===== src/rtl/core/accel_shock_peak_tracker_defines.svh =====
// ---------------------------------------------------------------------------
// Assertion macros for the accel shock peak tracker.
// Shared check templates used at the end of the top level.
// ---------------------------------------------------------------------------
`ifndef ACCEL_SHOCK_PEAK_TRACKER_DEFINES_SVH
`define ACCEL_SHOCK_PEAK_TRACKER_DEFINES_SVH

// The expression holds at every clock edge outside reset.
`define ASP_ASSERT_ALWAYS(label, clk, rst, expr, msg) \
  label: assert property (@(posedge clk) disable iff (rst) (expr)) else $error(msg);

// The consequent holds in the same cycle as the antecedent.
`define ASP_ASSERT_IMPL(label, clk, rst, ante, cons, msg) \
  label: assert property (@(posedge clk) disable iff (rst) (ante) |-> (cons)) \
    else $error(msg);

// The consequent holds in the cycle after the antecedent.
`define ASP_ASSERT_NEXT(label, clk, rst, ante, cons, msg) \
  label: assert property (@(posedge clk) disable iff (rst) (ante) |=> (cons)) \
    else $error(msg);

`endif


===== src/rtl/core/asp_pkg.sv =====
// ---------------------------------------------------------------------------
// asp_pkg
// Widths, constants and shared types of the accel shock peak tracker.
// ---------------------------------------------------------------------------
package asp_pkg;

  localparam int AXIS_W    = 16;
  localparam int RAW_SHIFT = 4;
  localparam int MAG_W     = AXIS_W - RAW_SHIFT;
  localparam int SQ_W      = 2 * MAG_W;
  localparam int ROOT_W    = SQ_W / 2;
  localparam int REM_W     = ROOT_W + 3;
  localparam int STEP_W    = $clog2(MAG_W);
  localparam int MG_W      = 16;
  localparam int CNT_W     = 32;
  localparam int THR_W     = 16;
  localparam int CODE_W    = 7;
  localparam int DIV_STEP_W = $clog2(CODE_W);

  localparam int MG_PER_LSB_INT = 186;
  localparam int SCALE_SHIFT    = 4;
  localparam int THR_RESET_INT  = 3500;
  localparam int CODE_MAX_INT   = 127;
  localparam int LSB_W          = 8;

  localparam logic [LSB_W-1:0]  MG_PER_LSB = LSB_W'(MG_PER_LSB_INT);
  localparam logic [THR_W-1:0]  THR_MIN    = THR_W'(MG_PER_LSB_INT);
  localparam logic [THR_W-1:0]  THR_RESET  = THR_W'(THR_RESET_INT);
  localparam logic [CODE_W-1:0] CODE_MAX   = CODE_W'(CODE_MAX_INT);
  localparam logic [CODE_W-1:0] CODE_RESET =
    CODE_W'((THR_RESET_INT / MG_PER_LSB_INT > CODE_MAX_INT) ?
            CODE_MAX_INT : THR_RESET_INT / MG_PER_LSB_INT);
  localparam logic [THR_W-1:0]  CAP_LIMIT  = THR_W'(CODE_MAX_INT * MG_PER_LSB_INT);
  localparam logic [THR_W-1:0]  DIV_TOP    = THR_W'(MG_PER_LSB_INT << (CODE_W - 1));

  typedef struct packed {
    logic busy;
    logic done;
  } unit_stat_t;

endpackage


===== src/rtl/core/asp_ifs.sv =====
// ---------------------------------------------------------------------------
// Channel interfaces
// Sample request, result and threshold write channels with valid/ready.
// ---------------------------------------------------------------------------
interface asp_in_if;
  import asp_pkg::*;
  logic                     valid;
  logic                     ready;
  logic                     action;
  logic signed [AXIS_W-1:0] accel_x;
  logic signed [AXIS_W-1:0] accel_y;
  logic signed [AXIS_W-1:0] accel_z;

  modport source (output valid, action, accel_x, accel_y, accel_z, input ready);
  modport sink   (input valid, action, accel_x, accel_y, accel_z, output ready);
endinterface

interface asp_out_if;
  import asp_pkg::*;
  logic              valid;
  logic              ready;
  logic [MG_W-1:0]   sample_mag;
  logic [MG_W-1:0]   peak_mg;
  logic              over_threshold;
  logic [CNT_W-1:0]  impact_count;
  logic [CODE_W-1:0] sensor_threshold_code;

  modport source (output valid, sample_mag, peak_mg, over_threshold, impact_count,
                  sensor_threshold_code, input ready);
  modport sink   (input valid, sample_mag, peak_mg, over_threshold, impact_count,
                  sensor_threshold_code, output ready);
endinterface

interface asp_cfg_if;
  import asp_pkg::*;
  logic             valid;
  logic             ready;
  logic [THR_W-1:0] data;

  modport source (output valid, data, input ready);
  modport sink   (input valid, data, output ready);
endinterface


===== src/rtl/core/asp_sumsq.sv =====
// ---------------------------------------------------------------------------
// asp_sumsq
// Bit-serial sum of squares of the three scaled axis magnitudes.
// ---------------------------------------------------------------------------
module asp_sumsq (
  input  logic                              clk,
  input  logic                              rst,
  input  logic                              start,
  input  logic signed [asp_pkg::AXIS_W-1:0] ax,
  input  logic signed [asp_pkg::AXIS_W-1:0] ay,
  input  logic signed [asp_pkg::AXIS_W-1:0] az,
  output logic        [asp_pkg::SQ_W-1:0]   sum,
  output asp_pkg::unit_stat_t               stat
);
  import asp_pkg::*;

  logic [MAG_W-1:0]  mx, my, mz;
  logic [SQ_W-1:0]   cx, cy, cz;
  logic [SQ_W-1:0]   acc;
  logic [SQ_W-1:0]   pp;
  logic [STEP_W-1:0] cnt;
  logic              busy;
  logic              done;

  // Truncation toward zero of a / 16 has magnitude floor(|a| / 16).
  function automatic logic [MAG_W-1:0] axis_mag(input logic signed [AXIS_W-1:0] a);
    logic [AXIS_W-1:0] u;
    u = a[AXIS_W-1] ? AXIS_W'(-a) : AXIS_W'(a);
    return u[AXIS_W-1:RAW_SHIFT];
  endfunction

  always_comb begin
    pp = (mx[0] ? cx : '0) + (my[0] ? cy : '0) + (mz[0] ? cz : '0);
  end

  always_ff @(posedge clk) begin
    if (rst) begin
      busy <= 1'b0;
      done <= 1'b0;
      cnt  <= '0;
    end else begin
      done <= !start && busy && (cnt == STEP_W'(MAG_W - 1));
      if (start) begin
        busy <= 1'b1;
        cnt  <= '0;
      end else if (busy) begin
        cnt <= cnt + 1'b1;
        if (cnt == STEP_W'(MAG_W - 1)) begin
          busy <= 1'b0;
        end
      end
    end
  end

  always_ff @(posedge clk) begin
    if (start) begin
      mx  <= axis_mag(ax);
      my  <= axis_mag(ay);
      mz  <= axis_mag(az);
      cx  <= SQ_W'(axis_mag(ax));
      cy  <= SQ_W'(axis_mag(ay));
      cz  <= SQ_W'(axis_mag(az));
      acc <= '0;
    end else if (busy) begin
      acc <= acc + pp;
      mx  <= mx >> 1;
      my  <= my >> 1;
      mz  <= mz >> 1;
      cx  <= cx << 1;
      cy  <= cy << 1;
      cz  <= cz << 1;
    end
  end

  assign sum       = acc;
  assign stat.busy = busy;
  assign stat.done = done;

endmodule


===== src/rtl/core/asp_isqrt.sv =====
// ---------------------------------------------------------------------------
// asp_isqrt
// Restoring integer square root, one root bit per cycle.
// ---------------------------------------------------------------------------
module asp_isqrt (
  input  logic                           clk,
  input  logic                           rst,
  input  logic                           start,
  input  logic [asp_pkg::SQ_W-1:0]       radicand,
  output logic [asp_pkg::ROOT_W-1:0]     root,
  output asp_pkg::unit_stat_t            stat
);
  import asp_pkg::*;

  logic [SQ_W-1:0]   rad;
  logic [REM_W-1:0]  rem;
  logic [ROOT_W-1:0] res;
  logic [REM_W-1:0]  rem_sh;
  logic [REM_W-1:0]  trial;
  logic              ge;
  logic [STEP_W-1:0] cnt;
  logic              busy;
  logic              done;

  always_comb begin
    rem_sh = {rem[REM_W-3:0], rad[SQ_W-1 -: 2]};
    trial  = REM_W'({res, 2'b01});
    ge     = rem_sh >= trial;
  end

  always_ff @(posedge clk) begin
    if (rst) begin
      busy <= 1'b0;
      done <= 1'b0;
      cnt  <= '0;
    end else begin
      done <= !start && busy && (cnt == STEP_W'(ROOT_W - 1));
      if (start) begin
        busy <= 1'b1;
        cnt  <= '0;
      end else if (busy) begin
        cnt <= cnt + 1'b1;
        if (cnt == STEP_W'(ROOT_W - 1)) begin
          busy <= 1'b0;
        end
      end
    end
  end

  always_ff @(posedge clk) begin
    if (start) begin
      rad <= radicand;
      rem <= '0;
      res <= '0;
    end else if (busy) begin
      rad <= rad << 2;
      rem <= ge ? (rem_sh - trial) : rem_sh;
      res <= {res[ROOT_W-2:0], ge};
    end
  end

  assign root      = res;
  assign stat.busy = busy;
  assign stat.done = done;

endmodule


===== src/rtl/core/asp_thdiv.sv =====
// ---------------------------------------------------------------------------
// asp_thdiv
// Serial division of the threshold by the sensor step, capped code.
// ---------------------------------------------------------------------------
module asp_thdiv (
  input  logic                         clk,
  input  logic                         rst,
  input  logic                         start,
  input  logic [asp_pkg::THR_W-1:0]    th,
  output logic [asp_pkg::CODE_W-1:0]   code,
  output asp_pkg::unit_stat_t          stat
);
  import asp_pkg::*;

  logic [THR_W-1:0]      rem;
  logic [THR_W-1:0]      ds;
  logic [CODE_W-1:0]     q;
  logic                  cap;
  logic                  ge;
  logic [DIV_STEP_W-1:0] cnt;
  logic                  busy;
  logic                  done;

  assign ge = rem >= ds;

  always_ff @(posedge clk) begin
    if (rst) begin
      busy <= 1'b0;
      done <= 1'b0;
      cnt  <= '0;
      code <= CODE_RESET;
    end else begin
      done <= !start && busy && (cnt == DIV_STEP_W'(CODE_W - 1));
      if (start) begin
        busy <= 1'b1;
        cnt  <= '0;
      end else if (busy) begin
        cnt <= cnt + 1'b1;
        if (cnt == DIV_STEP_W'(CODE_W - 1)) begin
          busy <= 1'b0;
          code <= cap ? CODE_MAX : {q[CODE_W-2:0], ge};
        end
      end
    end
  end

  always_ff @(posedge clk) begin
    if (start) begin
      rem <= th;
      ds  <= DIV_TOP;
      q   <= '0;
      cap <= th >= CAP_LIMIT;
    end else if (busy) begin
      rem <= ge ? (rem - ds) : rem;
      ds  <= ds >> 1;
      q   <= {q[CODE_W-2:0], ge};
    end
  end

  assign stat.busy = busy;
  assign stat.done = done;

endmodule


===== src/rtl/core/accel_shock_peak_tracker.sv =====
// Flow: a sample request runs through the serial square sum (S_SQ), the serial
// square root (S_RT) and the scaling state (S_SC) to S_FIN, which loads the
// result once the output register is free; the next request is taken only after
// that. A take-peak request goes straight to S_FIN.
// A threshold write holds off requests while the code is divided.
// Reset clears the peak and the count and sets the threshold to 3500 mg.
// ---------------------------------------------------------------------------
// accel_shock_peak_tracker
// Vector magnitude peak hold and impact counter for accelerometer samples.
// ---------------------------------------------------------------------------
`include "accel_shock_peak_tracker_defines.svh"

module accel_shock_peak_tracker (
  input  logic       clk,
  input  logic       rst,
  asp_in_if.sink     sample,
  asp_out_if.source  result,
  asp_cfg_if.sink    cfg
);
  import asp_pkg::*;

  localparam logic [2:0] S_IDLE = 3'd0;
  localparam logic [2:0] S_SQ   = 3'd1;
  localparam logic [2:0] S_RT   = 3'd2;
  localparam logic [2:0] S_SC   = 3'd3;
  localparam logic [2:0] S_FIN  = 3'd4;

  logic [2:0]           state;
  logic                 take;
  logic [MG_W-1:0]      mag;
  logic [THR_W-1:0]     thr;
  logic [MG_W-1:0]      peak;
  logic [CNT_W-1:0]     impact_total;

  logic                 out_valid;
  logic [MG_W-1:0]      out_mag;
  logic [MG_W-1:0]      out_peak;
  logic                 out_over;
  logic [CNT_W-1:0]     out_cnt;
  logic [CODE_W-1:0]    out_code;

  logic                 in_fire;
  logic                 cfg_fire;
  logic [THR_W-1:0]     thr_wr;
  logic                 sq_start;
  logic                 rt_start;
  logic [SQ_W-1:0]      sq_sum;
  logic [ROOT_W-1:0]    root;
  logic [CODE_W-1:0]    code;
  unit_stat_t           sq_stat;
  unit_stat_t           rt_stat;
  unit_stat_t           div_stat;
  logic [ROOT_W+LSB_W-1:0] prod;
  logic                 load;
  logic                 over_c;
  logic [MG_W-1:0]      peak_up;

  assign cfg.ready    = 1'b1;
  assign cfg_fire     = cfg.valid & cfg.ready;
  assign thr_wr       = (cfg.data < THR_MIN) ? THR_MIN : cfg.data;

  assign sample.ready = (state == S_IDLE) && !div_stat.busy;
  assign in_fire      = sample.valid & sample.ready;
  assign sq_start     = in_fire && !sample.action;
  assign rt_start     = (state == S_SQ) && sq_stat.done;

  asp_sumsq u_sumsq (
    .clk   (clk),
    .rst   (rst),
    .start (sq_start),
    .ax    (sample.accel_x),
    .ay    (sample.accel_y),
    .az    (sample.accel_z),
    .sum   (sq_sum),
    .stat  (sq_stat)
  );

  asp_isqrt u_isqrt (
    .clk      (clk),
    .rst      (rst),
    .start    (rt_start),
    .radicand (sq_sum),
    .root     (root),
    .stat     (rt_stat)
  );

  asp_thdiv u_thdiv (
    .clk   (clk),
    .rst   (rst),
    .start (cfg_fire),
    .th    (thr_wr),
    .code  (code),
    .stat  (div_stat)
  );

  always_comb begin
    prod    = (ROOT_W + LSB_W)'(root) * (ROOT_W + LSB_W)'(MG_PER_LSB);
    load    = (state == S_FIN) && (!out_valid || result.ready);
    over_c  = !take && (mag >= thr);
    peak_up = (mag > peak) ? mag : peak;
  end

  always_ff @(posedge clk) begin
    if (rst) begin
      state        <= S_IDLE;
      take         <= 1'b0;
      thr          <= THR_RESET;
      peak         <= '0;
      impact_total <= '0;
      out_valid    <= 1'b0;
    end else begin
      if (cfg_fire) begin
        thr <= thr_wr;
      end
      if (load) begin
        out_valid <= 1'b1;
      end else if (result.ready) begin
        out_valid <= 1'b0;
      end
      unique case (state)
        S_IDLE: begin
          if (in_fire) begin
            take  <= sample.action;
            state <= sample.action ? S_FIN : S_SQ;
          end
        end
        S_SQ: begin
          if (sq_stat.done) begin
            state <= S_RT;
          end
        end
        S_RT: begin
          if (rt_stat.done) begin
            state <= S_SC;
          end
        end
        S_SC: begin
          state <= S_FIN;
        end
        S_FIN: begin
          if (load) begin
            state <= S_IDLE;
            if (take) begin
              peak <= '0;
            end else begin
              peak <= peak_up;
              if (over_c && (impact_total != '1)) begin
                impact_total <= impact_total + 1'b1;
              end
            end
          end
        end
        default: begin
          state <= S_IDLE;
        end
      endcase
    end
  end

  always_ff @(posedge clk) begin
    if (in_fire && sample.action) begin
      mag <= '0;
    end else if (state == S_SC) begin
      mag <= prod[MG_W+SCALE_SHIFT-1:SCALE_SHIFT];
    end
    if (load) begin
      out_mag  <= mag;
      out_peak <= take ? peak : peak_up;
      out_over <= over_c;
      out_cnt  <= (over_c && (impact_total != '1)) ? impact_total + 1'b1 : impact_total;
      out_code <= code;
    end
  end

  assign result.valid                 = out_valid;
  assign result.sample_mag            = out_mag;
  assign result.peak_mg               = out_peak;
  assign result.over_threshold        = out_over;
  assign result.impact_count          = out_cnt;
  assign result.sensor_threshold_code = out_code;

  `ASP_ASSERT_ALWAYS(a_units_exclusive, clk, rst, $onehot0({sq_stat.busy, rt_stat.busy}), "square and root units busy together")
  `ASP_ASSERT_IMPL(a_over_min, clk, rst, result.valid && result.over_threshold, result.sample_mag >= THR_MIN, "over threshold below minimum threshold")
  `ASP_ASSERT_IMPL(a_peak_covers, clk, rst, result.valid, result.peak_mg >= result.sample_mag, "peak below sample magnitude")
  `ASP_ASSERT_NEXT(a_count_monotonic, clk, rst, 1'b1, impact_total >= $past(impact_total), "impact count decreased")

endmodule


===== src/flat_wrapper.sv =====
// flat-port wrapper written by rule: the top's interface ports become plain ports
module accel_shock_peak_tracker_flat import asp_pkg::*;
  (clk, rst, sample_valid, sample_action, sample_accel_x, sample_accel_y, sample_accel_z, sample_ready, result_valid, result_sample_mag, result_peak_mg, result_over_threshold, result_impact_count, result_sensor_threshold_code, result_ready, cfg_valid, cfg_data, cfg_ready);
  asp_in_if sample_i ();
  asp_out_if result_i ();
  asp_cfg_if cfg_i ();
  input  logic clk;
  input  logic rst;
  input wire logic [$bits(sample_i.valid)-1:0] sample_valid;
  input wire logic [$bits(sample_i.action)-1:0] sample_action;
  input wire logic [$bits(sample_i.accel_x)-1:0] sample_accel_x;
  input wire logic [$bits(sample_i.accel_y)-1:0] sample_accel_y;
  input wire logic [$bits(sample_i.accel_z)-1:0] sample_accel_z;
  output wire logic [$bits(sample_i.ready)-1:0] sample_ready;
  output wire logic [$bits(result_i.valid)-1:0] result_valid;
  output wire logic [$bits(result_i.sample_mag)-1:0] result_sample_mag;
  output wire logic [$bits(result_i.peak_mg)-1:0] result_peak_mg;
  output wire logic [$bits(result_i.over_threshold)-1:0] result_over_threshold;
  output wire logic [$bits(result_i.impact_count)-1:0] result_impact_count;
  output wire logic [$bits(result_i.sensor_threshold_code)-1:0] result_sensor_threshold_code;
  input wire logic [$bits(result_i.ready)-1:0] result_ready;
  input wire logic [$bits(cfg_i.valid)-1:0] cfg_valid;
  input wire logic [$bits(cfg_i.data)-1:0] cfg_data;
  output wire logic [$bits(cfg_i.ready)-1:0] cfg_ready;
  assign sample_i.valid = sample_valid;
  assign sample_i.action = sample_action;
  assign sample_i.accel_x = sample_accel_x;
  assign sample_i.accel_y = sample_accel_y;
  assign sample_i.accel_z = sample_accel_z;
  assign sample_ready = sample_i.ready;
  assign result_valid = result_i.valid;
  assign result_sample_mag = result_i.sample_mag;
  assign result_peak_mg = result_i.peak_mg;
  assign result_over_threshold = result_i.over_threshold;
  assign result_impact_count = result_i.impact_count;
  assign result_sensor_threshold_code = result_i.sensor_threshold_code;
  assign result_i.ready = result_ready;
  assign cfg_i.valid = cfg_valid;
  assign cfg_i.data = cfg_data;
  assign cfg_ready = cfg_i.ready;
  accel_shock_peak_tracker u_core (.clk(clk), .rst(rst), .sample(sample_i), .result(result_i), .cfg(cfg_i));
endmodule

===== config.mk =====
export PLATFORM = sky130hd
export DESIGN_NAME = accel_shock_peak_tracker_flat
export DESIGN_NICKNAME = d
export VERILOG_FILES = /design/src/rtl/core/asp_pkg.sv /design/src/rtl/core/asp_ifs.sv /design/src/rtl/core/asp_sumsq.sv /design/src/rtl/core/asp_isqrt.sv /design/src/rtl/core/asp_thdiv.sv /design/src/rtl/core/accel_shock_peak_tracker.sv /design/src/flat_wrapper.sv
export VERILOG_INCLUDE_DIRS = /design/src /design/src/rtl/core
export SDC_FILE = /design/constraint.sdc
export NUM_CORES = 1
export LEC_CHECK = 0
export BUFFER_PORTS_ARGS = -buffer_cell sky130_fd_sc_hd__buf_2
export CORE_MARGIN = 2
export CORE_UTILIZATION = 56
export CTS_CLUSTER_SIZE = 24
export DETAILED_ROUTE_END_ITERATION = 16
export HOLD_SLACK_MARGIN = 0.15
export PLACE_DENSITY = 0.77
export SYNTH_ARGS = -nofsm -noshare
export SYNTH_HDL_FRONTEND = slang
export SYNTH_SLANG_ARGS = --single-unit
export TNS_END_PERCENT = 20

===== constraint.sdc =====
create_clock -name clk -period 4.53 [get_ports clk]
set_input_delay 0.453 -clock clk [delete_from_list [all_inputs] [get_ports clk]]
set_output_delay 0.453 -clock clk [all_outputs]
set_load 0.02 [all_outputs]

==> flow_summary.toml <==
[synth]
synth_top_area_share_pct = 24.38
synth_nets = 2535
yosys.area.top_type = "edfxtp_1"
synth_seq_cells = 398
yosysSeqAreaShare_pct = 43.09
netlist_area_um2 = 22790
synth.most_common_cell = "dfxtp_1"
netlist_instances = 2252
synthTopCellsByCount = "dfxtp_1 (213), nand2_1 (194), edfxtp_1 (185), inv_1 (184), nor2_1 (178)"
synth_warnings = 0
synth_cell_types = 74
synth.area.top_cells = "edfxtp_1 (24%), dfxtp_1 (19%), ha_1 (7.7%), fa_1 (6.4%), mux2i_1 (3.9%)"
syn_avg_cell_area_um2 = 10.12
yosys_most_used_dff = "dfxtp_1"
async_flop_share_pct = 0
synth_edf_count = 185

[timing]
final-max-slew-violation-count = 0
max_clock_freq_mhz = 233.5
skew_ps = 13.40
fin_hold_ws_ps = 188.1
period_needed_ps = 4283
worst_slack_ps = 246.6
final_hold_viol_count = 0
fin_crit_sh_pct = 94.56
tightest_slew_ps = 1108
setup_violations = 0
relSlewSlack_pct = 26.10

[clocking]
htreeDepth = 2
clk_latency_ps = 560
cts_setup_buffers = 0
cts_made_buffers = 43
cts_tree = "yes"
root_buffer = "clkbuf_16"
clkTransAtPathRegs_ps = 60
cts_sinks = 398
cts.path.max_buffers = 3
holdBufCountCts = 0

[setup_path]
crit_type = "reg -> reg"
cpMostUsedCell = "ha_1"
arrival_ps = 4710
cp-start-kind = "flop"
worstPathMaxFanout = 5
critPathRequiredTime_ps = 4960
crit_slowest_cell = "fa_1"
cp-end-kind = "flop"
path_cells = "buf_4, ha_1, ha_1, inv_1, fa_1, inv_1, fa_1, ha_1, a21o_1, a21oi_1, o21bai_1, a21oi_1, o21bai_1, a2111o_1, o21ai_0, nor3_1"
cp_slowest_stage_delay_ps = 540

[finish]
layout-drive-gt1-share_pct = 13.50
num_antenna_cells = 0
syn2layout_area_growth_pct = 11.25
fin_nets = 2640
fin_area_um2 = 25350

[placed_design]
hpwl_um = 35720
dp_slack_ps = 141.9
portBuffers = 143
placed_area_um2 = 24010
gp_congestion = 0.8989

[route]
ant_nets = 0
wl_per_cell_um = 16.94
drt_iter0_markers = 988
routed_wl_um = 49410
routed-via-count = 16710
dr.pass1.iters = 7
drc = 0
viasPerCell = 5.728

[die]
start_util_pct = 57.09
die_h_um = 205.7
rows = 73
ioPinCount = 145
die_area_um2 = 42320
core_um2 = 39910
fp.dieW_um = 205.7

[grt]
antenna_found_initial = 2
grt_pass1_vias = 16340
grt-ovfl-total = 0
grt_util_met2_pct = 40.51
grtUsageMet3_pct = 4.118
grtUsageMet1_pct = 30.02
grt_pass1_wl_um = 80670
grt_busiest_layer = "met2"
grt_use_total_pct = 23.52
grt_max_degree = 151

[power]
pwr-share-comb_pct = 27.5
power_switching_w = 0.003367
p_int_w = 0.007204
max-vdd-ir-drop_uv = 266.0
power.density_nw_per_um2 = 417.0
total_power_w = 0.01057
leakage_nw = 10.60
p_sw_share_pct = 31.85
power_frac_seq_pct = 41.3
clkPwrFrac_pct = 31.3

[run_status]
outcome = "finished clean"

[job]
maxCapViolCount = 0

[worst_hold_path]
min_path_type = "in -> reg"
repair_timing:
action                                  CTS  global route
hold endpoints to repair                  0             0
gates resized for setup                   0             5
endpoints found under the setup margin    0             4
area by class of cell:
class | instances | area, um^2
clock inverter | 21 | 133.9
tap | 525 | 656.9
inverter | 184 | 690.7
clock buffer | 59 | 1197
multi-input combinational | 1559 | 11870
fill | 3191 | 14560
timing repair buffer | 171 | 975.9
sequential | 398 | 9823
sequential cells by signal, summed over array words and instances, names as in the netlist, 12 cells and up:
name	flops
u_core.mag	16
u_core.u_sumsq.cy	24
u_core.result.impact_count	32
u_core.u_thdiv.ds	14
u_core.impact_total	32
u_core.u_sumsq.cx	24
u_core.u_thdiv.rem	16
u_core.u_sumsq.cz	24
u_core.result.sample_mag	16
u_core.u_sumsq.sum	24
u_core.u_isqrt.rem	13
u_core.u_sumsq.mz	12
u_core.u_isqrt.root	12
u_core.thr	16
u_core.u_sumsq.mx	12
u_core.peak	16
u_core.u_isqrt.rad	24
u_core.result.peak_mg	16
u_core.u_sumsq.my	12
final timing paths:
| path | start | endpoint | slack (ps) | cells past startpoint |
|---|---|---|---|---|
| setup reg to reg | u_core.u_isqrt.root[3] | u_core.mag[8] | 250 | 16 |
| hold / removal | cfg_data[11] | u_core.thr[11] | 190 | 3 |
| setup / recovery | u_core.u_isqrt.root[3] | u_core.mag[8] | 250 | 16 |
| hold reg to reg | u_core.u_thdiv.code[4] | u_core.result.sensor_threshold_code[4] | 430 | 0 |
cells by family (layout without fill, tap and decap cells):
kind of cell,after synthesis,count (layout),synth area share (%)
AO/OA/AOI/OAI,428,428,12.71
adder cells (fa/ha/maj),213,213,14.10
XOR/XNOR,113,113,4.343
buffers and inverters,295,435,4.958
AND/OR/NAND/NOR,660,660,14.15
flip-flops,398,398,43.09
multiplexers,144,144,6.627
other,1,1,0.01646
critical path, delay by kind of cell (launching register included):
kind,cells,cell delay (ps)
adder cells (fa/ha/maj),5,1890
AND/OR/NAND/NOR,1,80
buffers and inverters,3,270
AO/OA/AOI/OAI,7,1550
flip-flops,1,340
layout by cell type (no fill, tap or decap), types with 21 or more instances in the layout:
cell type,instances
a211oi_1,34
a21o_1,34
a21oi_1,106
and2_1,21
buf_2,143
buf_4,24
clkbuf_16,44
dfxtp_1,212
edfxtp_1,185
fa_1,73
ha_1,140
inv_1,183
mux2_2,55
mux2i_1,89
nand2_1,193
nand3_1,31
nor2_1,178
nor2b_1,27
nor3_1,41
nor4_1,30
o21a_1,69
o21ai_0,55
o31ai_1,34
or4_1,23
xnor2_1,32
xor2_1,81
metal layers:
metal,vias up,routed length [um]
met1,7977,21670
met2,439,23640
met3,101,2654
met5,-,36
li1,8189,-
met4,4,1406
stage by stage:
| step | util, % | cells | setup TNS (ps) |
|---|---|---|---|
| after CTS | 63.48 | 2917 | 0 |
| after global routing | 63.52 | 2917 | -10.01 |
| final | 63.52 | 2917 | 0 |
| after floorplan | - | 2252 | 0 |
| after detailed placement | 60.15 | 2837 | 0 |
| after global placement | 60.15 | 2837 | 0 |
power groups by stage:
| stage | Clock, W | Combinational [W] | Sequential [W] |
|---|---|---|---|
| after floorplan | 0 | 0.00220 | 0.00441 |
| after global placement | 0 | 0.00275 | 0.00442 |
| after detailed placement | 0 | 0.00288 | 0.00444 |
| after CTS | 0.00337 | 0.00290 | 0.00436 |
| after global routing | 0.00353 | 0.00328 | 0.00440 |
| final | 0.00330 | 0.00290 | 0.00436 |
Power figures use the tool's default switching activity.
